[config.mk]
export PLATFORM = sky130hd
export DESIGN_NAME = dm64_prep
export DESIGN_NICKNAME = d
export VERILOG_FILES = /design/src/hw/rtl/dm64_pkg.sv /design/src/hw/rtl/dm64_prep.sv
export SDC_FILE = /design/constraint.sdc
export NUM_CORES = 1
export LEC_CHECK = 0
export BUFFER_PORTS_ARGS = -buffer_cell sky130_fd_sc_hd__buf_4
export CORE_UTILIZATION = 47
export CTS_CLUSTER_DIAMETER = 30
export DETAILED_ROUTE_END_ITERATION = 12
export GPL_TIMING_DRIVEN = 0
export PLACE_DENSITY = 0.8
export SKIP_CTS_REPAIR_TIMING = 1
export SKIP_LAST_GASP = 1
export SLEW_MARGIN = 0
export SYNTH_ARGS = -nofsm -noshare
export SYNTH_HDL_FRONTEND = slang
export SYNTH_SLANG_ARGS = --single-unit
export TNS_END_PERCENT = 100
[constraint.sdc]
create_clock -name clock -period 3.26 [get_ports clock]
set_input_delay 0.489 -clock clock [delete_from_list [all_inputs] [get_ports clock]]
set_output_delay 0.489 -clock clock [all_outputs]
set_load 0.01 [all_outputs]
[src/hw/rtl/dm64_pkg.sv]
// shared types and constants for the 64-bit divide/modulo pipeline
package dm64_pkg;

   // width of the request and response data ports
   localparam int PORT_WIDTH = 64;

   // default operand width of the divider array
   localparam int DATA_WIDTH_DEFAULT = 64;

   // operation codes carried with each request
   typedef enum logic [1:0] {
      OP_UDIV = 2'b00,
      OP_UREM = 2'b01,
      OP_SDIV = 2'b10,
      OP_SREM = 2'b11
   } opcode_type;

   // sideband that travels down the array beside each request
   typedef struct packed {
      logic       valid;
      opcode_type op;
      logic       neg_n;
      logic       neg_d;
      logic       zero;
   } ctrl_type;

endpackage

[src/hw/rtl/dm64_prep.sv]
// input stage: operand masking, magnitude conversion and zero-divisor detect
module dm64_prep #(
   parameter int DATA_WIDTH = dm64_pkg::DATA_WIDTH_DEFAULT
) (
   input  logic                              clock,
   input  logic                              reset,
   input  logic                              req_take,
   input  dm64_pkg::opcode_type              req_op,
   input  logic [dm64_pkg::PORT_WIDTH-1:0]   req_n,
   input  logic [dm64_pkg::PORT_WIDTH-1:0]   req_d,
   output dm64_pkg::ctrl_type                ctrl_o,
   output logic [DATA_WIDTH-1:0]             n_o,
   output logic [DATA_WIDTH-1:0]             d_o
);

   logic [DATA_WIDTH-1:0] n_raw;
   logic [DATA_WIDTH-1:0] d_raw;
   logic                  is_signed;
   logic                  neg_n;
   logic                  neg_d;
   logic [DATA_WIDTH-1:0] n_in, n_ff;
   logic [DATA_WIDTH-1:0] d_in, d_ff;
   dm64_pkg::ctrl_type    ctrl_in, ctrl_ff;

   // low operand bits and sign handling
   always_comb begin
      n_raw     = req_n[DATA_WIDTH-1:0];
      d_raw     = req_d[DATA_WIDTH-1:0];
      is_signed = req_op inside {dm64_pkg::OP_SDIV, dm64_pkg::OP_SREM};
      neg_n     = is_signed & n_raw[DATA_WIDTH-1];
      neg_d     = is_signed & d_raw[DATA_WIDTH-1];
      n_in      = neg_n ? (~n_raw + 1'b1) : n_raw;
      d_in      = neg_d ? (~d_raw + 1'b1) : d_raw;
      ctrl_in.valid = req_take;
      ctrl_in.op    = req_op;
      ctrl_in.neg_n = neg_n;
      ctrl_in.neg_d = neg_d;
      ctrl_in.zero  = (d_raw == '0);
   end

   // stage registers
   always_ff @(posedge clock) begin
      if (reset) begin
         ctrl_ff <= '0;
      end else begin
         ctrl_ff <= ctrl_in;
      end
      n_ff <= n_in;
      d_ff <= d_in;
   end

   assign ctrl_o = ctrl_ff;
   assign n_o    = n_ff;
   assign d_o    = d_ff;

endmodule

==> flow_summary.toml <==
[run_status]
status = "complete, no violations"

[timing]
fmax_mhz = 368
hold_viol = 0
rsz0062_at_grt = "no"
worst_pin_slew_ns = 1.15
finalSetupTns_ns = 0
setup-violations-final = 0
min_period_ns = 2.71
timing.final.crit_share_pct = 83.3
slew_headroom_pct = 22.0
hold_ws_ns = 0.197
setup_slack_ns = 0.546
drv_slew = 0

[setup_path]
startpoint_type = "input port"
critical_path_buf_inv_count = 3
arrival_ns = 3.01
path_class = "in -> reg"
cp_cell_sequence = "buf_4 -> or4_1 -> or4_1 -> buf_2 -> nor4_4 -> buf_2 -> a31oi_1 -> xor2_1"
crit_cells = 8
required_ns = 3.56
startpoint = "req_n[10]"
endpoint_kind = "register"
crit_slowest_cell = "or4_1"
slowest_delay_ns = 0.59
cp_top_family = "simple AND/OR/NAND/NOR gates"
crit_fanout = 10

[cts]
cts_made_buffers = 17
cts.sinks = 134
clk_pin_slew_ns = 0.06
cts_tree = "yes"
htreeDepth = 4
clockBufferDepth = 2
cts.root.buffer_cell = "clkbuf_16"

[power]
leakagePower_nw = 3.82
ir_worst_vdd_mv = 0.304
p_total_mw = 4.59
p_per_area_mw_per_mm2 = 536

[synthesis]
synth_fp_nets = 752
synth_adder_area_share_pct = 0.434
ys_seq_area_share_pct = 46.5
yosys_warnings = 0
synth_top_family_by_area = "simple AND/OR/NAND/NOR gates"
synth.area.mux_share_pct = 0
synth_cells = 617
synthFlopType = "dfxtp_1"
syn_area_mm2 = 0.00576
synth-edff-count = 0
synthXorXnorAreaFrac_pct = 17.9
synth.distinct_cells = 47
synth_area_per_cell_um2 = 9.34
ys_ff_latch = 134
async_flop_share_pct = 0
synth_compound_area_share_pct = 12.5
synth-simple-area-share_pct = 20.0

[drt]
final_antenna_net_count = 0
drt_wl_total_mm = 18.0
drc_errors = 0
post_drt_wl_per_cell_um = 16.9
vias_per_cell = 5.47
first_pass_iters = 5
first_iter_violations = 322
vias = 5814

[placement]
placed_area_mm2 = 0.00794
dpl_worst_slack_ns = 0.160
port_buffers = 266
dp.final_hpwl_mm = 13.8
gp_congestion = 0.891
dp.cells = 1030

[global_route]
grt_max_degree = 17
antenna_found_initial = 0
grt_pass1_wl_mm = 27.6
overflow = 0
grt_pass1_vias = 5766
grt_usage_pct = 28.2

[hold_path]
min_from = "req_d[0]"
hold_path_depth = 1
hold_path.class = "in -> reg"

[floorplan]
fp-row-count = 40
pin_count = 267
design.core.area_mm2 = 0.0120
dieWidth_um = 113
die-area_mm2 = 0.0127
initial_core_util_pct = 48.2
die_h_um = 113

[layout]
stdcell_count = 1062
diodes = 0
fillers = 886
drive_gt1_share_pct = 34.2
final_nets = 1037
finish.instance_area_mm2 = 0.00855
area_delta_synth_final_pct = 48.3
post-route-util_pct = 71.5

[job]
cap_viol_max_count = 0
per-layer routing:
layer  routed length, um  global-route usage (%)  up-vias  share of wire, %
li1                    -                       -     2776                 -
met1                6560                    28.7     2681                36
met2                9090                    50.7      307                50
met3                1660                    8.84       50               9.2
met4                 686                    16.7        0               3.8
met5                   0                       0        -                 0
cells in the final DEF (no fill, tap or decap), types with 3 or more instances in the layout:
master	instances
nand2_1	15
nand4_1	8
dfxtp_1	134
or3_1	12
o31a_1	3
nand3b_1	3
a41oi_1	7
clkbuf_1	15
nand3_1	13
xor2_1	81
buf_2	5
nor3_1	34
o31ai_1	9
inv_1	15
clkinvlp_4	4
clkinv_2	3
a21oi_1	43
xnor2_1	37
nor2_1	65
o41ai_1	4
nor4_1	21
buf_4	266
and2_1	5
clkbuf_8	4
nor2b_1	6
or4_1	9
a31oi_1	24
clkbuf_16	17
o21ai_0	12
synth_stat cells (3+ instances only):
cell	count	share of area [%]
a21oi_1	43	3.7
a31oi_1	24	2.6
a41oi_1	7	1.1
and2_1	5	0.54
buf_2	5	0.43
clkbuf_1	15	0.98
dfxtp_1	134	47
inv_1	15	0.98
nand2_1	15	0.98
nand3_1	13	1.1
nand3b_1	3	0.39
nand4_1	8	0.87
nor2_1	65	4.2
nor2b_1	6	0.65
nor3_1	34	3.0
nor4_1	21	2.3
o21ai_0	12	1.0
o31a_1	3	0.46
o31ai_1	9	1.2
o41ai_1	4	0.61
or3_1	12	1.3
or4_1	9	1.2
xnor2_1	37	5.6
xor2_1	81	12
state kept, by name, indices dropped and copies added (netlist names):
name / flops
ctrl_o: 6
d_o: 64
n_o: 64
path summary, 6_finish.rpt:
kind              endpoint  slack (ns)
setup / recovery   n_o[49]        0.55
hold / removal      d_o[0]        0.20
area by class of cell:
type                            instances  area, um^2  share of cell area, %
Buffer                                 22        88.8                   1.04
Clock buffer                           21         480                   5.62
Clock inverter                         11         123                   1.43
Inverter                               15        56.3                  0.659
Multi-Input combinational cell        446        2940                   34.3
Sequential cell                       134        2680                   31.4
Tap cell                              147         184                   2.15
Timing Repair Buffer                  266        2000                   23.4
cell families (layout without fill, tap and decap cells):
family	after synthesis	after routing
adders and majority gates	2	2
buffers and inverters	37	335
and+or+nand+nor	212	212
DFF	134	134
AOI/OAI and AO/OA	114	114
xor gates and xnor gates	118	118
report_power, final:
part / total [mW] / switching, mW / internal (mW)
clock network: 1.92 / 0.715 / 1.20
registers: 1.86 / 0.0525 / 1.81
logic: 0.805 / 0.387 / 0.418
Note: power is estimated with default switching activity, not from simulation.
