### config.mk
export PLATFORM = sky130hd
export DESIGN_NAME = dm64_post
export DESIGN_NICKNAME = d
export VERILOG_FILES = /design/src/hw/rtl/dm64_pkg.sv /design/src/hw/rtl/dm64_post.sv
export SDC_FILE = /design/constraint.sdc
export NUM_CORES = 1
export LEC_CHECK = 0
export ABC_AREA = 0
export BUFFER_PORTS_ARGS = -buffer_cell sky130_fd_sc_hd__buf_2
export CORE_UTILIZATION = 53
export CTS_CLUSTER_DIAMETER = 200
export DETAILED_ROUTE_END_ITERATION = 8
export PLACE_DENSITY = 0.87
export SYNTH_ARGS = -nofsm -noshare
export SYNTH_HDL_FRONTEND = slang
export SYNTH_SLANG_ARGS = --single-unit
export TNS_END_PERCENT = 30
### constraint.sdc
create_clock -name clock -period 9.09 [get_ports clock]
set_input_delay 0.4545 -clock clock [delete_from_list [all_inputs] [get_ports clock]]
set_output_delay 0.4545 -clock clock [all_outputs]
set_load 0.01 [all_outputs]
### src/hw/rtl/dm64_pkg.sv
// shared types and constants for the 64-bit divide/modulo pipeline
package dm64_pkg;

   // width of the request and response data ports
   localparam int PORT_WIDTH = 64;

   // default operand width of the divider array
   localparam int DATA_WIDTH_DEFAULT = 64;

   // operation codes carried with each request
   typedef enum logic [1:0] {
      OP_UDIV = 2'b00,
      OP_UREM = 2'b01,
      OP_SDIV = 2'b10,
      OP_SREM = 2'b11
   } opcode_type;

   // sideband that travels down the array beside each request
   typedef struct packed {
      logic       valid;
      opcode_type op;
      logic       neg_n;
      logic       neg_d;
      logic       zero;
   } ctrl_type;

endpackage

### src/hw/rtl/dm64_post.sv
// output stage: result select, sign fix-up and zero-divisor override
module dm64_post #(
   parameter int DATA_WIDTH = dm64_pkg::DATA_WIDTH_DEFAULT
) (
   input  logic                            clock,
   input  logic                            reset,
   input  dm64_pkg::ctrl_type              ctrl_i,
   input  logic [DATA_WIDTH-1:0]           rem_i,
   input  logic [DATA_WIDTH-1:0]           quo_i,
   output logic                            rsp_valid,
   output logic [dm64_pkg::PORT_WIDTH-1:0] rsp_result
);

   logic [DATA_WIDTH-1:0]           pick;
   logic                            flip;
   logic [DATA_WIDTH-1:0]           res;
   logic                            valid_in, valid_ff;
   logic [dm64_pkg::PORT_WIDTH-1:0] result_in, result_ff;

   // choose quotient or remainder and its sign
   always_comb begin
      case (ctrl_i.op)
         dm64_pkg::OP_UDIV: begin
            pick = quo_i;
            flip = 1'b0;
         end
         dm64_pkg::OP_UREM: begin
            pick = rem_i;
            flip = 1'b0;
         end
         dm64_pkg::OP_SDIV: begin
            pick = quo_i;
            flip = ctrl_i.neg_n ^ ctrl_i.neg_d;
         end
         dm64_pkg::OP_SREM: begin
            pick = rem_i;
            flip = ctrl_i.neg_n;
         end
         default: begin
            pick = quo_i;
            flip = 1'b0;
         end
      endcase
      res       = flip ? (~pick + 1'b1) : pick;
      valid_in  = ctrl_i.valid;
      result_in = ctrl_i.zero ? '0 : dm64_pkg::PORT_WIDTH'(res);
   end

   // response register
   always_ff @(posedge clock) begin
      if (reset) begin
         valid_ff <= 1'b0;
      end else begin
         valid_ff <= valid_in;
      end
      result_ff <= result_in;
   end

   assign rsp_valid  = valid_ff;
   assign rsp_result = result_ff;

endmodule

==> results of run 1 <==
kinds of logic after synthesis:
| kind of cell | Yosys count | synth area share, % |
|---|---|---|
| flops | 65 | 26.3 |
| fa+ha+maj | 1 | 0.253 |
| xor+xnor | 40 | 7.07 |
| compound gates | 106 | 14.4 |
| buf+inv | 41 | 4.24 |
| simple gates | 276 | 31.9 |
| mux | 77 | 15.9 |
placed cells by master (no fill, tap or decap), types with 4 or more instances in the layout:
cell type / synthesis / layout
nor2_1: 78 / 78
xor2_1: 21 / 21
or4_1: 7 / 7
nor3b_1: 23 / 23
and2_1: 6 / 6
a31oi_1: 10 / 10
a22oi_1: 4 / 4
a41oi_1: 5 / 5
nand2b_1: 5 / 4
nand4_1: 8 / 8
dfxtp_1: 65 / 65
nor2b_1: 11 / 10
or3_1: 9 / 9
clkbuf_8: 0 / 11
or3b_2: 5 / 5
nor3_1: 44 / 44
nand2_1: 17 / 17
nand3_1: 11 / 11
or4b_2: 4 / 4
o22a_1: 5 / 5
mux2i_1: 62 / 62
o31ai_1: 5 / 5
buf_2: 15 / 199
a21o_1: 4 / 4
o21ai_0: 15 / 15
xnor2_1: 19 / 19
a21oi_1: 29 / 29
nor4b_1: 7 / 7
o21a_1: 4 / 4
nor4_1: 20 / 20
mux2_2: 14 / 14
buf_4: 0 / 4
registers in the layout (all words and copies together), names as in the netlist:
| name | flops |
|---|---|
| rsp_result | 64 |
| rsp_valid | 1 |
worst max-delay path, cell delays in order:
cell	delay, ns
buf_4	0.54
buf_4	0.90
or3b_1	0.45
a222oi_1	0.90
nand4_1	0.34
nor4_1	0.45
nor3_1	0.11
nor3_2	0.18
power breakdown:
group	switching [mW]	internal [mW]
Sequential	0.00737	0.314
Combinational	0.137	0.105
Clock	0.115	0.110
metrics by stage:
stage	worst slack (ns)	power [mW]	instance area [µm²]	utilization (%)	hold slack (ns)
floorplan	5.40	0.470	4950	-	0.526
global placement	4.84	0.560	5920	66.5	0.612
detailed placement	4.67	0.566	5920	66.5	0.617
CTS	5.02	0.789	6090	68.4	0.251
global route	4.72	0.823	6090	68.4	0.259
finish	4.94	0.788	6090	68.4	0.259
worst max path at each step:
stage,end
3_5_place_dp,rsp_result[46]
4_1_cts,rsp_result[46]
6_report,rsp_result[48]
3_3_place_gp,rsp_result[46]
2_1_floorplan,rsp_result[44]
5_1_grt,rsp_result[48]
metal layers:
| metal | vias to the layer above | wire length, µm | global-route usage (%) | share of wire, % |
|---|---|---|---|---|
| met3 | 37 | 1310 | 5.39 | 8.3 |
| li1 | 2611 | - | - | - |
| met5 | - | 0 | 0 | 0 |
| met4 | 0 | 445 | 13.0 | 2.8 |
| met2 | 306 | 7510 | 54.9 | 47 |
| met1 | 2580 | 6610 | 39.8 | 42 |
cell type report:
type / count / area (µm²)
multi-input cells: 500 / 3450
well taps: 108 / 135
fillers: 746 / 2810
inverters: 2 / 7.51
flip-flops and latches: 65 / 1300
clock inverters: 3 / 17.5
repair buffers: 203 / 1030
clock buffers: 11 / 151
==> run metrics, run 1 <==
fraction of layout cells with a size suffix above 1=32.8%; DRC viols=0; hold-fix buffer count after cts=0; routed length per instance=about 18 µm; proportion of synthesized chip area in sequential cells=about a quarter; number of enable-type register cells in the synthesized netlist=0; Final Hold Fails=0; kind of capture point of the worst setup path=register; most common library cells after synthesis=nor2_1, dfxtp_1, mux2i_1; Final min period=a little over 4 ns; data arrival at the endpoint of the critical path=between 4 and 5 ns; CP Launch Type=input port; endpoint with the worst hold slack=rsp_valid; synthesis warning total=0; number of detailed-route iterations in the first pass=5; actual slew at the worst max-slew pin=around 1.1 ns; number of cells produced by synthesis=~600; Starting Density=roughly 56%; number of rows in the core area=34; Most used DFF post-synth=dfxtp_1; mean area per synthesized cell=8.17 µm²; cell leakage power=2.76 nW; number of cells in the finished layout apart from fillers=just under 900; cell chosen for the clock root=clkbuf_8; clock transition at the register clock pins on the worst setup and hold paths after CTS=~0.080 ns; run status=complete, no violations; GRT overflow=0; count of final max-slew check failures=0; area enclosed by the die boundary=0.00974 mm²; maximum buffer depth of the clock tree=2; fraction of synthesis flops using an asynchronous set or reset pin=0%; Yosys top cell by area=dfxtp_1; die outline height=around 99 µm; boundary pin count=~200; number of antenna-violating nets in the routed design=0; Yosys cell types=67; count of port buffers added during placement=200; total half-perimeter wirelength after legalization and detailed placement=12.1 mm; placed instance count=around 880; CTS tree=built; post-route clock period utilization=roughly 46%; Worst IR Drop VDD=around 85 µV; number of setup violations in the final report=0; achievable clock frequency=241 MHz; TritonCTS buffer count=9; total clock sinks=65; largest net degree at the start of global routing=slightly below 100; nets in the synthesized netlist=between 700 and 800; vias in the first global route=between 5000 and 6000; vias post-DR=roughly 5500; largest fanout on the critical path=98; first-pass GRT wire length=25.2 mm; startpoint of the tightest hold check path=reset; area of the mapped netlist=between 0.004 and 0.005 mm²; area grow syn2layout=22.9%; post-detailed-route via-to-cell ratio=slightly above 6; Slew headroom=between 20% and 30%; class of the most critical setup path=input port to register; number of max-cap violations=0; dominant cells by area after synthesis=dfxtp_1, mux2i_1, nor2_1, nor3_1, xor2_1; first-iteration detailed-routing DRC count=approximately 370; endpoint required time on the critical path=9.36 ns; Post-Route Setup TNS=0 ns; ratio of total power to cell area=between 100 and 150 mW/mm²; area inside the core boundary=between 0.008 and 0.009 mm²; Resize count post-CTS=0; Post CTS Setup Buffer Count=0; htree depth=3; GR Util All Layers=around a third; antenna violations before repair=0; area share of the largest cell type after synthesis=between 20% and 30%; number of cells on the worst hold path=2; worst min-delay path category=input port to register; FF+latch count, synth=between 60 and 70; library cell with the highest instance count after synthesis=nor2_1; beginning of the critical path=ctrl_i[3]; gp weighted congestion=0.946; antenna cell count=0; setup repair after global routing missed its margin=no; # nets final=918; Total Routed Length=~16 mm; width of the die=a little under 100 µm
Power figures use the tool's default switching activity.
==> inputs of run 2 (changes only) <==
--- a/config.mk
+++ b/config.mk
@@ -7,10 +7,10 @@
 export LEC_CHECK = 0
 export ABC_AREA = 0
 export BUFFER_PORTS_ARGS = -buffer_cell sky130_fd_sc_hd__buf_2
-export CORE_UTILIZATION = 53
+export CORE_UTILIZATION = 45
 export CTS_CLUSTER_DIAMETER = 200
 export DETAILED_ROUTE_END_ITERATION = 8
-export PLACE_DENSITY = 0.87
+export PLACE_DENSITY = 0.78
 export SYNTH_ARGS = -nofsm -noshare
 export SYNTH_HDL_FRONTEND = slang
 export SYNTH_SLANG_ARGS = --single-unit
==> constraint.sdc (replaced) <==
create_clock -name clock -period 3.8 [get_ports clock]
set_input_delay 0.19 -clock clock [delete_from_list [all_inputs] [get_ports clock]]
set_output_delay 0.19 -clock clock [all_outputs]
set_load 0.01 [all_outputs]
==> run metrics, run 2 (synthesis results as in run 1) <==
die outline height=about 110 µm; worst hold slack after final layout=just over 0.08 ns; antenna cell count=0; # fillers=about 970; width of the die=107 µm; worst min-delay path category=input port to register; Final Hold Fails=0; endpoint required time on the critical path=roughly 4.0 ns; routed length per instance=around 18 µm; number of setup violations in the final report=0; most common library cell in the layout ignoring fill and taps=buf_2; gp weighted congestion=between 0.9 and 1; largest net degree at the start of global routing=80; flip-flop count of the largest register after layout=between 60 and 70; boundary pin count=between 200 and 250; cell chosen for the clock root=clkbuf_8; endpoint with the worst hold slack=rsp_valid; Starting Density=between 40% and 50%; total clock sinks=between 60 and 70; area enclosed by the die boundary=roughly 0.011 mm²; DRC viols=0; Slew headroom=30.3%; total half-perimeter wirelength after legalization and detailed placement=12.7 mm; htree depth=3; class of the most critical setup path=input port to register; vias post-DR=5487; Total Routed Length=approximately 16 mm; crit path cell chain=buf_6 -> nor4b_1 -> o22ai_1 -> or4_1 -> or4_1 -> a31o_2; post-detailed-route via-to-cell ratio=around 6; Layout Utilization=58.9%; startpoint of the tightest hold check path=ctrl_i[5]; GR Util All Layers=28.0%; first-iteration detailed-routing DRC count=roughly 270; number of cells on the worst hold path=2; longest individual stage delay on the worst path=slightly above 0.8 ns; count of final max-slew check failures=0; fraction of layout cells with a size suffix above 1=approximately a third; kind of capture point of the worst setup path=register; ratio of total power to cell area=just over 300 mW/mm²; data arrival at the endpoint of the critical path=approximately 3.1 ns; vias in the first global route=between 5000 and 6000; count of port buffers added during placement=200; CTS tree=built; CP Launch Type=input port; number of antenna-violating nets in the routed design=0; number of max-cap violations=0; post-route clock period utilization=about three quarters; number of rows in the core area=37; setup slack of the critical path after layout=approximately 0.9 ns; number of detailed-route iterations in the first pass=5; Final min period=a little under 3 ns; antenna violations before repair=0; # nets final=slightly above 900; setup repair after global routing missed its margin=no; GRT overflow=0; first-pass GRT wire length=approximately 25 mm; area inside the core boundary=between 0.01 and 0.015 mm²; actual slew at the worst max-slew pin=about 1.0 ns; clock transition at the register clock pins on the worst setup and hold paths after CTS=roughly 0.07 ns; Post-Route Setup TNS=0 ns; run status=complete, no violations; most frequent cells in the layout=buf_2, nor2_1, dfxtp_1, mux2i_1, nor3_1; maximum buffer depth of the clock tree=2; area grow syn2layout=25.0%; achievable clock frequency=345 MHz; Worst IR Drop VDD=170 µV; largest fanout on the critical path=79; dpl ws=around 0.65 ns; TritonCTS buffer count=9; cell leakage power=between 2 and 3 nW; Max stage delay cell, worst path=or4_1; most frequent cell on the critical path=or4_1
run 2: cell types whose count changed in the layout (fill, tap and decap cells not counted):
cell | previous run | this run
clkinv_4 | 0 | 1
clkbuf_8 | 11 | 10
clkinv_2 | 2 | 1
buf_4 | 4 | 10
buf_6 | 0 | 1
clkinvlp_4 | 1 | 2
clkbuf_1 | 0 | 2
dlygate4sd3_1 | 0 | 1
run 2: layout make-up:
| type | instances | area, µm² | share of cell area (%) |
|---|---|---|---|
| Multi-Input combinational cell | 500 | 3450 | 55.7 |
| Clock inverter | 4 | 28.8 | 0.465 |
| Sequential cell | 65 | 1300 | 21.0 |
| Clock buffer | 12 | 145 | 2.34 |
| Tap cell | 136 | 170 | 2.75 |
| Timing Repair Buffer | 211 | 1090 | 17.6 |
| Inverter | 2 | 7.51 | 0.121 |
run 2: repair_timing:
action / 4_1_cts / 5_1_grt
hold endpoints to repair: 1 / 0
resized for setup: 0 / 0
hold buffers: 1 / 0
buffers inserted: 0 / 0
run 2: through the flow:
| step | std cells | power (mW) | instance area (µm²) |
|---|---|---|---|
| floorplan | 606 | 1.12 | 4950 |
| global placement | 913 | 1.35 | 6010 |
| detailed placement | 913 | 1.36 | 6010 |
| CTS | 930 | 1.90 | 6190 |
| global route | 930 | 1.99 | 6190 |
| finish | 930 | 1.89 | 6190 |
run 2: how the worst max path moves through the flow:
stage | startpoint | endpoint | slack (ns) | cells past startpoint
global placement | ctrl_i[3] | rsp_result[46] | 0.75 | 6
global route | ctrl_i[3] | rsp_result[50] | 0.69 | 7
floorplan | ctrl_i[3] | rsp_result[44] | 0.38 | 15
detailed placement | ctrl_i[3] | rsp_result[56] | 0.65 | 8
finish | ctrl_i[3] | rsp_result[46] | 0.90 | 6
CTS | ctrl_i[3] | rsp_result[52] | 1.00 | 8
run 2: power by group:
part	switching, mW	total (mW)	leakage, nW	internal (mW)
clock network	0.285	0.541	0.0826	0.255
logic	0.327	0.580	2.17	0.254
registers	0.0184	0.769	0.542	0.750
total	0.630	1.89	2.79	1.26
run 2: metal layers:
layer	share of wire, %	global-route usage [%]
met5	0	0
met4	1.7	9.00
met3	7.4	4.50
met2	46	46.8
met1	45	36.7
run 2: worst max-delay path, delay by kind of cell:
family          cells  cell delay, ns
compound gates      2            0.66
simple gates        3            1.77
buf+inv             1            0.46
==> inputs of run 3 (changes only) <==
--- a/config.mk
+++ b/config.mk
@@ -5,12 +5,12 @@
 export SDC_FILE = /design/constraint.sdc
 export NUM_CORES = 1
 export LEC_CHECK = 0
-export ABC_AREA = 0
+export ABC_AREA = 1
 export BUFFER_PORTS_ARGS = -buffer_cell sky130_fd_sc_hd__buf_2
-export CORE_UTILIZATION = 45
+export CORE_UTILIZATION = 50
 export CTS_CLUSTER_DIAMETER = 200
 export DETAILED_ROUTE_END_ITERATION = 8
-export PLACE_DENSITY = 0.78
+export PLACE_DENSITY = 0.82
 export SYNTH_ARGS = -nofsm -noshare
 export SYNTH_HDL_FRONTEND = slang
 export SYNTH_SLANG_ARGS = --single-unit
==> constraint.sdc (replaced) <==
create_clock -name clock -period 3 [get_ports clock]
set_input_delay 0.15 -clock clock [delete_from_list [all_inputs] [get_ports clock]]
set_output_delay 0.15 -clock clock [all_outputs]
set_load 0.01 [all_outputs]
==> run metrics, run 3 <==
flip-flop count of the largest register after layout=64; Final min period=2.16 ns; most common library cell in the layout ignoring fill and taps=nand2_1; Most used DFF post-synth=dfxtp_1; count of final max-slew check failures=0; vias in the first global route=around 5300; area of the mapped netlist=just over 0.005 mm²; # fillers=approximately 1000; fraction of synthesis flops using an asynchronous set or reset pin=0%; ratio of total power to cell area=~420 mW/mm²; Total Routed Length=approximately 15 mm; area grow syn2layout=25.0%; most common library cells after synthesis=nand2_1, inv_1, nor2_1; setup slack of the critical path after layout=between 0.8 and 0.9 ns; area inside the core boundary=between 0.009 and 0.01 mm²; dpl ws=0.501 ns; die outline height=102 µm; maximum buffer depth of the clock tree=2; class of the most critical setup path=input port to register; fraction of layout cells with a size suffix above 1=a little over a quarter; synthesis warning total=0; largest net degree at the start of global routing=53; count of port buffers added during placement=200; run status=complete, no violations; Slew headroom=between 60% and 70%; Resize count post-CTS=0; Worst IR Drop VDD=between 300 and 400 µV; total half-perimeter wirelength after legalization and detailed placement=between 10 and 15 mm; Starting Density=approximately 52%; GRT overflow=0; number of antenna-violating nets in the routed design=0; endpoint required time on the critical path=3.30 ns; number of setup violations in the final report=0; boundary pin count=201; TritonCTS buffer count=9; cell chosen for the clock root=clkbuf_8; kind of capture point of the worst setup path=register; actual slew at the worst max-slew pin=0.585 ns; data arrival at the endpoint of the critical path=between 2 and 2.5 ns; most frequent cells in the layout=nand2_1, buf_2, inv_1, nor2_1, dfxtp_1; number of enable-type register cells in the synthesized netlist=0; first-iteration detailed-routing DRC count=454; achievable clock frequency=about 460 MHz; CP Launch Type=input port; total clock sinks=65; width of the die=between 100 and 150 µm; routed length per instance=roughly 12 µm; gp weighted congestion=approximately 0.93; first-pass GRT wire length=24.0 mm; number of detailed-route iterations in the first pass=5; antenna violations before repair=0; GR Util All Layers=just under 30%; area share of the largest cell type after synthesis=25.8%; mean area per synthesized cell=~5.7 µm²; number of cells produced by synthesis=892; library cell with the highest instance count after synthesis=nand2_1; setup repair after global routing missed its margin=no; vias post-DR=about 6100; clock transition at the register clock pins on the worst setup and hold paths after CTS=about 0.09 ns; # nets final=around 1200; DRC viols=0; area enclosed by the die boundary=about 0.011 mm²; Post-Route Setup TNS=0 ns; cell leakage power=between 3 and 4 nW; number of cells on the worst hold path=4; Yosys cell types=34; htree depth=3; proportion of synthesized chip area in sequential cells=25.8%; endpoint with the worst hold slack=rsp_result[30]; Yosys top cell by area=dfxtp_1; startpoint of the tightest hold check path=quo_i[30]; Final Hold Fails=0; sum of internal, switching and leakage power=~2.6 mW; post-route clock period utilization=slightly above 70%; number of rows in the core area=36; worst min-delay path category=input port to register; number of max-cap violations=0; post-detailed-route via-to-cell ratio=4.97; largest fanout on the critical path=47; CTS tree=built; FF+latch count, synth=65; nets in the synthesized netlist=between 1000 and 1500; antenna cell count=0; dominant cells by area after synthesis=dfxtp_1, nand2_1, inv_1, nor2_1, o21ai_0
-- run 3: stage by stage --
step,instance area (µm²),util [%],hold WS (ns),instances
floorplan,5050,-,0.221,892
finish,6310,64.5,0.0917,1220
detailed placement,6030,61.7,0.312,1202
CTS,6300,64.4,0.00192,1219
global route,6310,64.5,0.127,1220
global placement,6030,61.7,0.305,1202
-- run 3: cells by family after synthesis --
family | Yosys count | share of synthesized area [%]
compound gates | 126 | 13.9
fa+ha+maj | 1 | 0.248
buf+inv | 163 | 14.8
flops | 65 | 25.8
mux | 1 | 0.198
simple gates | 536 | 45.1
-- run 3: how the worst max path moves through the flow --
stage               from              to  slack [ns]
3_3_place_gp   ctrl_i[3]  rsp_result[54]        0.56
5_1_grt        ctrl_i[3]  rsp_result[62]        0.59
3_5_place_dp   ctrl_i[3]  rsp_result[54]        0.50
4_1_cts        ctrl_i[3]  rsp_result[54]        0.84
2_1_floorplan  ctrl_i[3]  rsp_result[52]        1.21
6_report       ctrl_i[3]  rsp_result[54]        0.84
-- run 3: area by class of cell --
| cell class | count | area (µm²) | share of cell area (%) |
|---|---|---|---|
| well taps | 133 | 166 | 2.64 |
| repair buffers | 209 | 1080 | 17.1 |
| multi-input cells | 664 | 3010 | 47.6 |
| clock buffers | 12 | 155 | 2.46 |
| inverters | 133 | 504 | 7.99 |
| clock inverters | 4 | 98.8 | 1.57 |
| flip-flops and latches | 65 | 1300 | 20.6 |
-- run 3: repair_timing --
action,CTS,global route
hold endpoints to repair,1,1
setup buffers,0,0
hold buffers,1,1
-- run 3: per-layer routing --
layer,vias up,part of all wire [%],GRT usage (%)
li1,3129,-,-
met5,-,0,0
met1,2624,46,40.1
met2,267,44,47.7
met4,0,2.2,8.79
met3,38,7.3,4.86
-- run 3: worst max-delay path: stages --
cell	delay [ns]
buf_4	0.43
buf_4	0.32
nand2_2	0.07
nand2_2	0.09
ha_1	0.21
nand2_2	0.08
nor2_4	0.13
nand2_1	0.11
nor2_2	0.23
nand3_1	0.17
nand2_2	0.17
nand3_1	0.09
nand2_1	0.07
inv_1	0.04
nor2_1	0.08
-- run 3: power by group --
| part | internal (mW) | leakage, nW | switching (mW) |
|---|---|---|---|
| clock | 0.600 | 0.127 | 0.365 |
| combinational | 0.267 | 2.80 | 0.451 |
| sequential | 0.943 | 0.543 | 0.0219 |
