### src/hw/rtl/dm64_pkg.sv
// shared types and constants for the 64-bit divide/modulo pipeline
package dm64_pkg;

   // width of the request and response data ports
   localparam int PORT_WIDTH = 64;

   // default operand width of the divider array
   localparam int DATA_WIDTH_DEFAULT = 64;

   // operation codes carried with each request
   typedef enum logic [1:0] {
      OP_UDIV = 2'b00,
      OP_UREM = 2'b01,
      OP_SDIV = 2'b10,
      OP_SREM = 2'b11
   } opcode_type;

   // sideband that travels down the array beside each request
   typedef struct packed {
      logic       valid;
      opcode_type op;
      logic       neg_n;
      logic       neg_d;
      logic       zero;
   } ctrl_type;

endpackage

### src/hw/rtl/dm64_cell.sv
// one restoring shift-subtract step of the divider array
module dm64_cell #(
   parameter int DATA_WIDTH = dm64_pkg::DATA_WIDTH_DEFAULT
) (
   input  logic                  clock,
   input  logic                  reset,
   input  dm64_pkg::ctrl_type    ctrl_i,
   input  logic [DATA_WIDTH-1:0] rem_i,
   input  logic [DATA_WIDTH-1:0] nq_i,
   input  logic [DATA_WIDTH-1:0] d_i,
   output dm64_pkg::ctrl_type    ctrl_o,
   output logic [DATA_WIDTH-1:0] rem_o,
   output logic [DATA_WIDTH-1:0] nq_o,
   output logic [DATA_WIDTH-1:0] d_o
);

   logic [DATA_WIDTH-1:0] shifted;
   logic [DATA_WIDTH:0]   diff;
   logic                  take;
   logic [DATA_WIDTH-1:0] rem_in, rem_ff;
   logic [DATA_WIDTH-1:0] nq_in, nq_ff;
   logic [DATA_WIDTH-1:0] d_ff;
   dm64_pkg::ctrl_type    ctrl_ff;

   // shift in the next dividend bit, trial subtract with the carried-out bit on top;
   // the dividend bits leave nq at the top while quotient bits enter at the bottom
   always_comb begin
      shifted = {rem_i[DATA_WIDTH-2:0], nq_i[DATA_WIDTH-1]};
      diff    = {rem_i[DATA_WIDTH-1], shifted} - {1'b0, d_i};
      take    = ~diff[DATA_WIDTH];
      rem_in  = take ? diff[DATA_WIDTH-1:0] : shifted;
      nq_in   = {nq_i[DATA_WIDTH-2:0], take};
   end

   // hand everything to the next cell
   always_ff @(posedge clock) begin
      if (reset) begin
         ctrl_ff <= '0;
      end else begin
         ctrl_ff <= ctrl_i;
      end
      rem_ff <= rem_in;
      nq_ff  <= nq_in;
      d_ff   <= d_i;
   end

   assign ctrl_o = ctrl_ff;
   assign rem_o  = rem_ff;
   assign nq_o   = nq_ff;
   assign d_o    = d_ff;

endmodule

### config.mk
export PLATFORM = sky130hd
export DESIGN_NAME = dm64_cell
export DESIGN_NICKNAME = d
export VERILOG_FILES = /design/src/hw/rtl/dm64_pkg.sv /design/src/hw/rtl/dm64_cell.sv
export SDC_FILE = /design/constraint.sdc
export NUM_CORES = 1
export LEC_CHECK = 0
export BUFFER_PORTS_ARGS = -buffer_cell sky130_fd_sc_hd__clkbuf_2
export CELL_PAD_IN_SITES_DETAIL_PLACEMENT = 2
export CELL_PAD_IN_SITES_GLOBAL_PLACEMENT = 2
export CORE_MARGIN = 2
export CORE_UTILIZATION = 29
export DETAILED_ROUTE_END_ITERATION = 8
export PLACE_DENSITY = 0.87
export SETUP_SLACK_MARGIN = 0.05
export SLEW_MARGIN = 15
export SYNTH_ARGS = -nofsm -noshare
export SYNTH_HDL_FRONTEND = slang
export SYNTH_SLANG_ARGS = --single-unit
### constraint.sdc
create_clock -name clock -period 6.46 [get_ports clock]
set_clock_uncertainty 0.2 [all_clocks]
set_input_delay 0.323 -clock clock [delete_from_list [all_inputs] [get_ports clock]]
set_output_delay 0.323 -clock clock [all_outputs]
set_load 0.1 [all_outputs]
==> impl_table.tex, run 1 <==
\begin{tabular}{lr}
\hline
Metric & Value \\
\hline
\multicolumn{2}{l}{\textbf{Floorplanning}} \\
\quad I/O pin cnt & 398 \\
\quad Core area & 30700 sq um \\
\quad Site row count & 64 \\
\quad Area enclosed by the die boundary & 32600 sq um \\
\quad Initial standard-cell utilization of the core & 0.295 \\
\quad Width of the die & 181 um \\
\quad Height of the die & 181 um \\
\multicolumn{2}{l}{\textbf{Detailed routing}} \\
\quad Post-detailed-route DRC marker count & 0 \\
\quad Post-route ant nets & 0 \\
\quad Total wire length & 46800 um \\
\quad DR pass1 iterations & 5 \\
\quad Initial drt markers & 348 \\
\quad Average wire per standard cell & 24.1 um \\
\quad Vias & 9795 \\
\quad Ratio of routed vias to standard cells & 5.04 \\
\multicolumn{2}{l}{\textbf{Critical path}} \\
\quad Data required, critical path & 6.58 ns \\
\quad Critical path origin & d\_i[27] \\
\quad Maximum fanout along the worst path & 24 \\
\quad Endpoint type of the worst setup path & register \\
\quad Crit-path cells & dlygate4sd3\_1 > clkbuf\_2 > inv\_1 > ha\_1 > nand4\_1 > nor4b\_2 > nand3\_1 > o22a\_1 > a21oi\_1 > o21ai\_1 > and2\_1 > o211a\_2 > inv\_2 > buf\_4 > mux2\_1 \\
\quad Total stage count of the critical path & 15 \\
\quad Data arrival time at the worst-slack endpoint & 5.09 ns \\
\quad Delay of the slowest cell on the worst path & 0.57 ns \\
\quad Nature of the critical path startpoint & primary input \\
\quad Worst path bufs/invs & 5 \\
\quad Class of the most critical setup path & in -> reg \\
\quad Critical-path cell with the highest stage delay & dlygate4sd3\_1 \\
\quad Cell family with the largest share of critical-path delay & buffers and inverters \\
\multicolumn{2}{l}{\textbf{GRT}} \\
\quad Number of global-route vias before repair & 11547 \\
\quad Antenna violations before repair & 2 \\
\quad First-pass GRT wire length & 70400 um \\
\quad Grt total ovfl & 0 \\
\quad Pin count of the biggest net entering global routing & 25 \\
\quad Aggregate global-route resource usage & 0.280 \\
\multicolumn{2}{l}{\textbf{Synthesis}} \\
\quad Proportion of netlist area held by the largest area contributor & 0.438 \\
\quad Primary flip-flop cell chosen by synthesis mapping & dfxtp\_1 \\
\quad Number of nets produced by synthesis & 1211 \\
\quad Share of flip-flops with an asynchronous set or reset after synthesis & 0 \\
\quad Cell accounting for the most synthesized area & dfxtp\_1 \\
\quad Number of synthesized register bits & 198 \\
\quad Top post-synthesis cells by area & dfxtp\_1, ha\_1, mux2\_1 \\
\quad Post-synth design cell area & 9040 sq um \\
\quad Avg Inst Size Synth & 9.56 sq um \\
\quad Cell variety after synth & 71 \\
\quad Sequential fraction of the synthesis area & 0.438 \\
\quad Count of flip-flops with a built-in enable after synthesis & 0 \\
\quad Total number of yosys warnings & 0 \\
\quad Number of standard cells after synthesis & 946 \\
\multicolumn{2}{l}{\textbf{Clock tree}} \\
\quad Num CTS Buffers & 17 \\
\quad Clock transition time at the flip-flop clock pins of the worst setup and hold paths & 0.09 ns \\
\quad CTS tree & done \\
\quad H-tree lvl count & 4 \\
\quad Clock sinks & 198 \\
\quad Cell at the root of the clock tree & clkbuf\_16 \\
\quad Count of instances resized after the clock tree is built & 0 \\
\quad Maximum number of buffers from clock root to sink & 2 \\
\multicolumn{2}{l}{\textbf{Min path}} \\
\quad Count of cells along the worst hold path & 5 \\
\quad Worst Min Path Start & rem\_i[63] \\
\quad Hold Path Class & in -> reg \\
\multicolumn{2}{l}{\textbf{Pwr}} \\
\quad Power per standard cell area & 330 nW/um\^{}2 \\
\quad Final Power & 4.62 mW \\
\quad Leakage Power & 6.88 nW \\
\quad Largest voltage drop on the vdd net & 0.174 mV \\
\multicolumn{2}{l}{\textbf{Timing}} \\
\quad Worst slew pin tran & 0.888 ns \\
\quad Period Utilization, post-route & 0.770 \\
\quad Final hold viol count & 0 \\
\quad Final critical delay including setup and external delays & 4.97 ns \\
\quad Number of max-slew violations in the final report & 0 \\
\quad Setup-violating endpoint count in the final report & 0 \\
\quad Setup TNS after final layout & 0 ns \\
\quad Max-slew headroom at the worst pin & 0.400 \\
\quad Worst hold slack & 0.265 ns \\
\quad F\_max & 201 MHz \\
\quad Setup repair after global routing missed its margin & false \\
\multicolumn{2}{l}{\textbf{Placement}} \\
\quad Count of input and output buffers & 397 \\
\quad Last weighted congestion value of the routability-driven placer & 0.818 \\
\quad Half-perimeter wire length after placement & 27600 um \\
\quad Standard cell area after detailed placement & 11400 sq um \\
\multicolumn{2}{l}{\textbf{Job}} \\
\quad Max-cap viol count & 0 \\
\multicolumn{2}{l}{\textbf{Layout}} \\
\quad Number of filler instances in the final layout & 3227 \\
\quad Fraction of final layout cells with drive strength greater than 1 & 0.290 \\
\quad Count of nets after finishing & 1799 \\
\quad Utilization of the core after routing & 0.457 \\
\quad Layout overhead on the synthesized area & 54.9\% \\
\quad Design Area, Final & 14000 sq um \\
\multicolumn{2}{l}{\textbf{Outcome}} \\
\quad Outcome & completed \\
\hline
\end{tabular}
## through the flow
step                      setup slack [ns]  cells
after floorplan                       3.06    946
after global routing                  1.23   1943
after detailed placement              1.74   1708
final                                 1.49   1943
after CTS                             1.64   1941
after global placement                1.92   1708
## state kept, by name, indices dropped and copies added, names as in the netlist
name and count:
rem_o 64, ctrl_o 6, nq_o 64, d_o 64
## layer usage
layer | GRT usage | vias up | share of wire
li1 | - | 4477 | -
met1 | 0.291 | 4800 | 0.37
met2 | 0.541 | 388 | 0.54
met3 | 0.0465 | 130 | 0.043
met4 | 0.131 | 0 | 0.045
met5 | 0 | - | 0
## cell type report
cell class | count | area (sq um) | area share
antenna | 2 | 5.00 | 0.000357
clock buffer | 19 | 443 | 0.0316
clock inverter | 11 | 116 | 0.00831
inverter | 88 | 330 | 0.0236
multi-input combinational | 627 | 4620 | 0.330
sequential | 198 | 3960 | 0.283
tap | 396 | 495 | 0.0354
timing repair buffer | 602 | 4030 | 0.288
## kinds of logic (layout without fill, tap and decap cells)
group,Yosys count,in the layout,synth area share
and+or+nand+nor,206,206,0.115
adders and majority gates,65,65,0.0908
DFF,198,198,0.438
other,0,2,0
muxes,63,63,0.0781
buffers and inverters,121,720,0.0515
xor gates and xnor gates,57,57,0.0552
AOI/OAI and AO/OA,236,236,0.171
## power by group
part / switching (mW) / total [mW] / leakage (nW) / internal (mW)
clock network: 0.576 / 1.13 / 0.271 / 0.551
registers: 0.0630 / 1.43 / 1.67 / 1.37
logic: 1.60 / 2.07 / 4.94 / 0.463
total: 2.24 / 4.62 / 6.88 / 2.38
## cells in the final DEF, fill, tap and decap left out, types with 8 or more instances in the layout
cell type	count
dfxtp_1	198
a31oi_1	8
ha_1	64
mux2_2	8
nand2_1	62
o21ai_1	17
xor2_1	23
mux2_1	48
nand2b_1	8
nand3_1	10
dlygate4sd3_1	203
xnor2_1	34
nor2_1	42
nand4_1	22
nor2b_1	17
o21ai_0	19
a21o_1	32
and3_1	9
a21oi_1	78
o21bai_1	15
nor3_1	8
inv_1	87
clkbuf_2	397
clkbuf_16	17
## worst paths after layout
check   endpoint
max    rem_o[13]
min    rem_o[44]
## Yosys cell counts (6+ instances only)
master    number
o21a_1         6
a21oi_1       78
nor2b_1       17
and3_1         9
nand3_1       10
inv_1         87
ha_1          64
xor2_1        23
mux2_2         8
nand2_1       62
a21o_1        32
mux2_1        48
o21ai_0       19
clkbuf_1      26
nand2b_1       8
a31oi_1        8
buf_2          6
xnor2_1       34
nor3_1         8
mux2i_1        6
dfxtp_1      198
o21ai_1       17
nand4_1       22
nor2_1        42
o21bai_1      15
## what timing repair did
item,in CTS,in global routing
endpoints found under the hold margin,197,0
hold buffers,203,0
endpoints found under the setup margin,0,0
buffers inserted,0,0
No activity file was read; power rests on OpenSTA's default activity.
==> run 2: changes to the inputs <==
--- a/config.mk
+++ b/config.mk
@@ -9,9 +9,9 @@
 export CELL_PAD_IN_SITES_DETAIL_PLACEMENT = 2
 export CELL_PAD_IN_SITES_GLOBAL_PLACEMENT = 2
 export CORE_MARGIN = 2
-export CORE_UTILIZATION = 29
+export CORE_UTILIZATION = 25
 export DETAILED_ROUTE_END_ITERATION = 8
-export PLACE_DENSITY = 0.87
+export PLACE_DENSITY = 0.8
 export SETUP_SLACK_MARGIN = 0.05
 export SLEW_MARGIN = 15
 export SYNTH_ARGS = -nofsm -noshare
==> constraint.sdc (replaced) <==
create_clock -name clock -period 4.05 [get_ports clock]
set_clock_uncertainty 0.2 [all_clocks]
set_input_delay 0.2025 -clock clock [delete_from_list [all_inputs] [get_ports clock]]
set_output_delay 0.2025 -clock clock [all_outputs]
set_load 0.1 [all_outputs]
==> impl_table.tex, run 2 (same netlist as run 1, synthesis figures left out) <==
\begin{tabular}{lr}
\hline
Metric & Value \\
\hline
\multicolumn{2}{l}{\textbf{Floorplanning}} \\
\quad Width of the die & 194 um \\
\quad Initial standard-cell utilization of the core & 0.254 \\
\quad Area enclosed by the die boundary & 37700 sq um \\
\quad I/O pin cnt & 398 \\
\quad Site row count & 69 \\
\quad Core area & 35600 sq um \\
\quad Height of the die & 194 um \\
\multicolumn{2}{l}{\textbf{Critical path}} \\
\quad Cell family with the largest share of critical-path delay & simple AND/OR/NAND/NOR gates \\
\quad Data required, critical path & 4.20 ns \\
\quad Endpoint type of the worst setup path & register \\
\quad Total stage count of the critical path & 13 \\
\quad Worst path bufs/invs & 3 \\
\quad Critical-path cell with the highest stage delay & or4b\_4 \\
\quad Data arrival time at the worst-slack endpoint & 4.08 ns \\
\quad Class of the most critical setup path & in -> reg \\
\quad Delay of the slowest cell on the worst path & 0.62 ns \\
\quad Crit-path cells & dlygate4sd3\_1 > clkbuf\_2 > inv\_1 > ha\_1 > a21oi\_2 > nor2\_1 > or4b\_1 > or4b\_4 > a311o\_2 > a211o\_1 > a31oi\_2 > xnor2\_1 > mux2\_4 \\
\quad Nature of the critical path startpoint & primary input \\
\quad Maximum fanout along the worst path & 5 \\
\multicolumn{2}{l}{\textbf{Pwr}} \\
\quad Proportion of power drawn by flip-flops and latches & 0.310 \\
\quad Net load switching power & 3.54 mW \\
\quad Internal Power & 3.78 mW \\
\quad Largest voltage drop on the vdd net & 0.311 mV \\
\quad Leakage Power & 6.99 nW \\
\quad Switch share & 0.483 \\
\quad Share of power burned in the clock network & 0.237 \\
\quad Combinational power share & 0.453 \\
\quad Power per standard cell area & 511 nW/um\^{}2 \\
\quad Final Power & 7.31 mW \\
\multicolumn{2}{l}{\textbf{Placement}} \\
\quad Count of input and output buffers & 397 \\
\quad Pre-CTS setup slack & 0.158 ns \\
\quad Standard cell area after detailed placement & 11600 sq um \\
\quad Half-perimeter wire length after placement & 27900 um \\
\quad Last weighted congestion value of the routability-driven placer & 0.812 \\
\multicolumn{2}{l}{\textbf{Timing}} \\
\quad Period Utilization, post-route & 0.968 \\
\quad Final setup slack of the worst path & 0.129 ns \\
\quad Number of max-slew violations in the final report & 0 \\
\quad Setup TNS after final layout & 0 ns \\
\quad Setup repair after global routing missed its margin & false \\
\quad Setup-violating endpoint count in the final report & 0 \\
\quad F\_max & 255 MHz \\
\quad Final hold viol count & 0 \\
\quad Worst hold slack & 0.124 ns \\
\quad Final critical delay including setup and external delays & 3.92 ns \\
\quad Max-slew headroom at the worst pin & 0.423 \\
\quad Worst slew pin tran & 0.858 ns \\
\multicolumn{2}{l}{\textbf{GRT}} \\
\quad First-pass GRT wire length & 65900 um \\
\quad Number of global-route vias before repair & 10969 \\
\quad Pin count of the biggest net entering global routing & 41 \\
\quad Grt total ovfl & 0 \\
\quad Antenna violations before repair & 3 \\
\quad Aggregate global-route resource usage & 0.226 \\
\multicolumn{2}{l}{\textbf{Layout}} \\
\quad Fraction of final layout cells with drive strength greater than 1 & 0.304 \\
\quad Count of nets after finishing & 1815 \\
\quad Most used cells in the layout excluding fill and tap cells & clkbuf\_2, dlygate4sd3\_1, dfxtp\_1 \\
\quad Number of filler instances in the final layout & 3869 \\
\quad Most frequent standard cell in the layout excluding fill and tap cells & clkbuf\_2 \\
\quad Area occupied by registers & 3960 sq um \\
\quad Design Area, Final & 14300 sq um \\
\quad Layout overhead on the synthesized area & 58.2\% \\
\quad Multi-input gate area in the final layout & 4670 sq um \\
\multicolumn{2}{l}{\textbf{Detailed routing}} \\
\quad Vias & 9644 \\
\quad Ratio of routed vias to standard cells & 4.76 \\
\quad Total wire length & 44000 um \\
\quad Post-route ant nets & 0 \\
\quad DR pass1 iterations & 5 \\
\quad Post-detailed-route DRC marker count & 0 \\
\quad Initial drt markers & 331 \\
\quad Average wire per standard cell & 21.7 um \\
\multicolumn{2}{l}{\textbf{Clock tree}} \\
\quad Num CTS Buffers & 17 \\
\quad H-tree lvl count & 4 \\
\quad Clock transition time at the flip-flop clock pins of the worst setup and hold paths & 0.09 ns \\
\quad Cell at the root of the clock tree & clkbuf\_16 \\
\quad CTS tree & done \\
\quad Clock sinks & 198 \\
\quad Maximum number of buffers from clock root to sink & 2 \\
\multicolumn{2}{l}{\textbf{Min path}} \\
\quad Count of cells along the worst hold path & 5 \\
\quad Hold Path Class & in -> reg \\
\multicolumn{2}{l}{\textbf{Job}} \\
\quad Max-cap viol count & 0 \\
\multicolumn{2}{l}{\textbf{Outcome}} \\
\quad Outcome & completed \\
\hline
\end{tabular}
## run 2: final timing paths
check	from	to	slack, ns
worst min-delay path	rem_i[63]	rem_o[60]	0.12
worst max-delay path	d_i[24]	rem_o[55]	0.13
## run 2: worst min-delay path: cells and delay by family
family / cells / cell delay (ns)
AO/OA/AOI/OAI: 3 / 0.25
multiplexers: 1 / 0.17
buffers and inverters: 1 / 0.11
## run 2: power groups by stage
stage / sequential [mW] / clock, mW / combinational (mW)
after floorplan: 3.97 / 0 / 0.727
after global placement: 2.29 / 0 / 3.00
after detailed placement: 2.30 / 0 / 3.05
after CTS: 2.25 / 1.76 / 3.22
after global routing: 2.29 / 1.86 / 3.46
final: 2.27 / 1.74 / 3.31
## run 2: final cells by class
cell class | count | area share
antenna | 3 | 0.000525
clock buffer | 20 | 0.0312
clock inverter | 12 | 0.00752
inverter | 88 | 0.0231
multi-input combinational | 627 | 0.327
sequential | 198 | 0.277
tap | 461 | 0.0403
timing repair buffer | 618 | 0.293
## run 2: what timing repair did
action / CTS / global route
endpoints found under the hold margin: 197 / 0
resized for setup: 0 / 16
hold buffers: 203 / 0
setup endpoints to repair: 0 / 59
buffers inserted: 0 / 3
## run 2: metal layers
layer / GRT usage / vias up / wire length, um / share of wire
met1: 0.244 / 4727 / 16900 / 0.38
met3: 0.0433 / 78 / 2070 / 0.047
met5: 0 / - / 0 / 0
met4: 0.0926 / 0 / 1400 / 0.032
met2: 0.427 / 315 / 23600 / 0.54
li1: - / 4524 / - / -
## run 2: metrics by stage
| step | util | std cells |
|---|---|---|
| 4_1_cts | 0.398 | 2020 |
| 2_1_floorplan | - | 946 |
| 3_5_place_dp | 0.326 | 1785 |
| 5_1_grt | 0.402 | 2027 |
| 3_3_place_gp | 0.326 | 1785 |
| 6_report | 0.402 | 2027 |
==> run 3: changes to the inputs <==
--- a/config.mk
+++ b/config.mk
@@ -10,6 +10,7 @@
 export CELL_PAD_IN_SITES_GLOBAL_PLACEMENT = 2
 export CORE_MARGIN = 2
 export CORE_UTILIZATION = 25
+export CTS_BUF_LIST = sky130_fd_sc_hd__clkbuf_4
 export DETAILED_ROUTE_END_ITERATION = 8
 export PLACE_DENSITY = 0.8
 export SETUP_SLACK_MARGIN = 0.05
==> impl_table.tex, run 3 (same netlist as run 1, synthesis figures left out) <==
\begin{tabular}{lr}
\hline
Metric & Value \\
\hline
\multicolumn{2}{l}{\textbf{Layout}} \\
\quad Most frequent standard cell in the layout excluding fill and tap cells & clkbuf\_2 \\
\quad Utilization of the core after routing & 0.426 \\
\quad Number of filler instances in the final layout & 3822 \\
\quad Design Area, Final & 15200 sq um \\
\quad Fraction of final layout cells with drive strength greater than 1 & 0.273 \\
\quad Layout overhead on the synthesized area & 67.7\% \\
\quad Count of nets after finishing & 1939 \\
\quad Most used cells in the layout excluding fill and tap cells & clkbuf\_2, dlygate4sd3\_1, dfxtp\_1 \\
\multicolumn{2}{l}{\textbf{Detailed routing}} \\
\quad Ratio of routed vias to standard cells & 4.78 \\
\quad DR pass1 iterations & 5 \\
\quad Initial drt markers & 474 \\
\quad Post-route ant nets & 0 \\
\quad Post-detailed-route DRC marker count & 0 \\
\quad Vias & 10279 \\
\quad Average wire per standard cell & 23.3 um \\
\quad Total wire length & 50100 um \\
\multicolumn{2}{l}{\textbf{Floorplanning}} \\
\quad Initial standard-cell utilization of the core & 0.254 \\
\quad Height of the die & 194 um \\
\quad I/O pin cnt & 398 \\
\quad Area enclosed by the die boundary & 37700 sq um \\
\quad Width of the die & 194 um \\
\quad Site row count & 69 \\
\quad Core area & 35600 sq um \\
\multicolumn{2}{l}{\textbf{Timing}} \\
\quad Setup-violating endpoint count in the final report & 0 \\
\quad Worst hold slack & 0.0608 ns \\
\quad F\_max & 259 MHz \\
\quad Period Utilization, post-route & 0.955 \\
\quad Worst slew pin tran & 0.932 ns \\
\quad Final setup slack of the worst path & 0.184 ns \\
\quad Number of max-slew violations in the final report & 0 \\
\quad Final critical delay including setup and external delays & 3.87 ns \\
\quad Setup repair after global routing missed its margin & false \\
\quad Setup TNS after final layout & 0 ns \\
\quad Final hold viol count & 0 \\
\quad Max-slew headroom at the worst pin & 0.373 \\
\multicolumn{2}{l}{\textbf{Placement}} \\
\quad Standard cell area after detailed placement & 11600 sq um \\
\quad Count of input and output buffers & 397 \\
\quad Pre-CTS setup slack & 0.158 ns \\
\quad Last weighted congestion value of the routability-driven placer & 0.812 \\
\quad Half-perimeter wire length after placement & 27900 um \\
\multicolumn{2}{l}{\textbf{GRT}} \\
\quad Aggregate global-route resource usage & 0.261 \\
\quad Antenna violations before repair & 3 \\
\quad Number of global-route vias before repair & 12032 \\
\quad Pin count of the biggest net entering global routing & 41 \\
\quad Grt total ovfl & 0 \\
\quad First-pass GRT wire length & 75300 um \\
\multicolumn{2}{l}{\textbf{Pwr}} \\
\quad Share of power burned in the clock network & 0.165 \\
\quad Combinational power share & 0.501 \\
\quad Power per standard cell area & 451 nW/um\^{}2 \\
\quad Internal Power & 3.30 mW \\
\quad Leakage Power & 7.33 nW \\
\quad Switch share & 0.518 \\
\quad Proportion of power drawn by flip-flops and latches & 0.334 \\
\quad Largest voltage drop on the vdd net & 0.274 mV \\
\quad Net load switching power & 3.54 mW \\
\multicolumn{2}{l}{\textbf{Critical path}} \\
\quad Class of the most critical setup path & in -> reg \\
\quad Maximum fanout along the worst path & 20 \\
\quad Most used cell, CP & nand4\_1 \\
\quad Delay of the slowest cell on the worst path & 0.54 ns \\
\quad Critical-path cell with the highest stage delay & dlygate4sd3\_1 \\
\quad Nature of the critical path startpoint & primary input \\
\quad Crit-path cells & dlygate4sd3\_1 > clkbuf\_2 > inv\_1 > ha\_1 > nand4\_1 > nor4b\_2 > nand4\_1 > o22a\_1 > a21oi\_1 > o21ai\_1 > and2\_1 > o211a\_2 > inv\_2 > buf\_4 > mux2\_1 \\
\quad Data arrival time at the worst-slack endpoint & 4.23 ns \\
\quad Endpoint type of the worst setup path & register \\
\quad Data required, critical path & 4.42 ns \\
\multicolumn{2}{l}{\textbf{Job}} \\
\quad Max-cap viol count & 0 \\
\multicolumn{2}{l}{\textbf{Min path}} \\
\quad Worst hold endpoint & d\_o[7] \\
\quad Worst Min Path Start & d\_i[7] \\
\quad Count of cells along the worst hold path & 2 \\
\quad Hold Path Class & in -> reg \\
\multicolumn{2}{l}{\textbf{Clock tree}} \\
\quad H-tree lvl count & 4 \\
\quad Cell at the root of the clock tree & clkbuf\_4 \\
\quad Maximum number of buffers from clock root to sink & 2 \\
\quad Clock transition time at the flip-flop clock pins of the worst setup and hold paths & 0.20 ns \\
\quad Clock sinks & 198 \\
\quad Num CTS Buffers & 17 \\
\quad Buffer count from post-CTS setup fixing & 0 \\
\quad Count of instances resized after the clock tree is built & 0 \\
\quad CTS tree & done \\
\multicolumn{2}{l}{\textbf{Outcome}} \\
\quad Outcome & completed \\
\hline
\end{tabular}
-- run 3: through the flow --
stage | total power [mW] | cells
after detailed placement | 5.34 | 1785
after CTS | 6.69 | 2148
after global placement | 5.29 | 1785
after global routing | 7.09 | 2151
final | 6.84 | 2151
after floorplan | 4.69 | 946
-- run 3: layer usage --
layer  up-vias  wire (um)  GRT usage
li1       4761          -          -
met1      5045      18900      0.273
met5         -          0          0
met4         0       1670     0.0985
met3       101       2130     0.0492
met2       372      27400      0.509
-- run 3: power groups by stage --
stage | Sequential, mW | Clock [mW] | Combinational (mW)
global route | 2.31 | 1.23 | 3.55
floorplan | 3.97 | 0 | 0.727
global placement | 2.29 | 0 | 3.00
finish | 2.29 | 1.13 | 3.42
detailed placement | 2.30 | 0 | 3.05
CTS | 2.25 | 1.12 | 3.31
-- run 3: worst max-delay path by stage --
stage | slack, ns | endpoint | from | cells past startpoint
after global routing | 0.05 | rem_o[58] | d_i[26] | 15
after CTS | 0.36 | rem_o[47] | d_i[26] | 15
after global placement | 0.28 | rem_o[59] | d_i[26] | 11
after detailed placement | 0.16 | rem_o[63] | d_i[26] | 14
after floorplan | 0.77 | rem_o[59] | d_i[26] | 10
final | 0.18 | rem_o[39] | d_i[26] | 15
-- run 3: timing repair --
| action | in CTS | in global routing |
|---|---|---|
| setup endpoints to repair | 0 | 0 |
| endpoints found under the hold margin | 197 | 0 |
| hold buffers | 331 | 0 |
-- run 3: area by class of cell --
| class | instances | area (sq um) | share of cell area |
|---|---|---|---|
| Sequential cell | 198 | 3960 | 0.261 |
| Antenna cell | 3 | 7.51 | 0.000495 |
| Multi-Input combinational cell | 627 | 4610 | 0.304 |
| Clock inverter | 13 | 111 | 0.00735 |
| Inverter | 88 | 330 | 0.0218 |
| Tap cell | 461 | 577 | 0.0380 |
| Timing Repair Buffer | 742 | 5420 | 0.357 |
| Clock buffer | 19 | 143 | 0.00941 |
-- run 3: worst max-delay path, delay by kind of cell --
family / cells / cell delay (ns)
AOI/OAI and AO/OA: 4 / 0.90
adders and majority gates: 1 / 0.44
buffers and inverters: 5 / 1.14
muxes: 1 / 0.40
and+or+nand+nor: 4 / 1.15
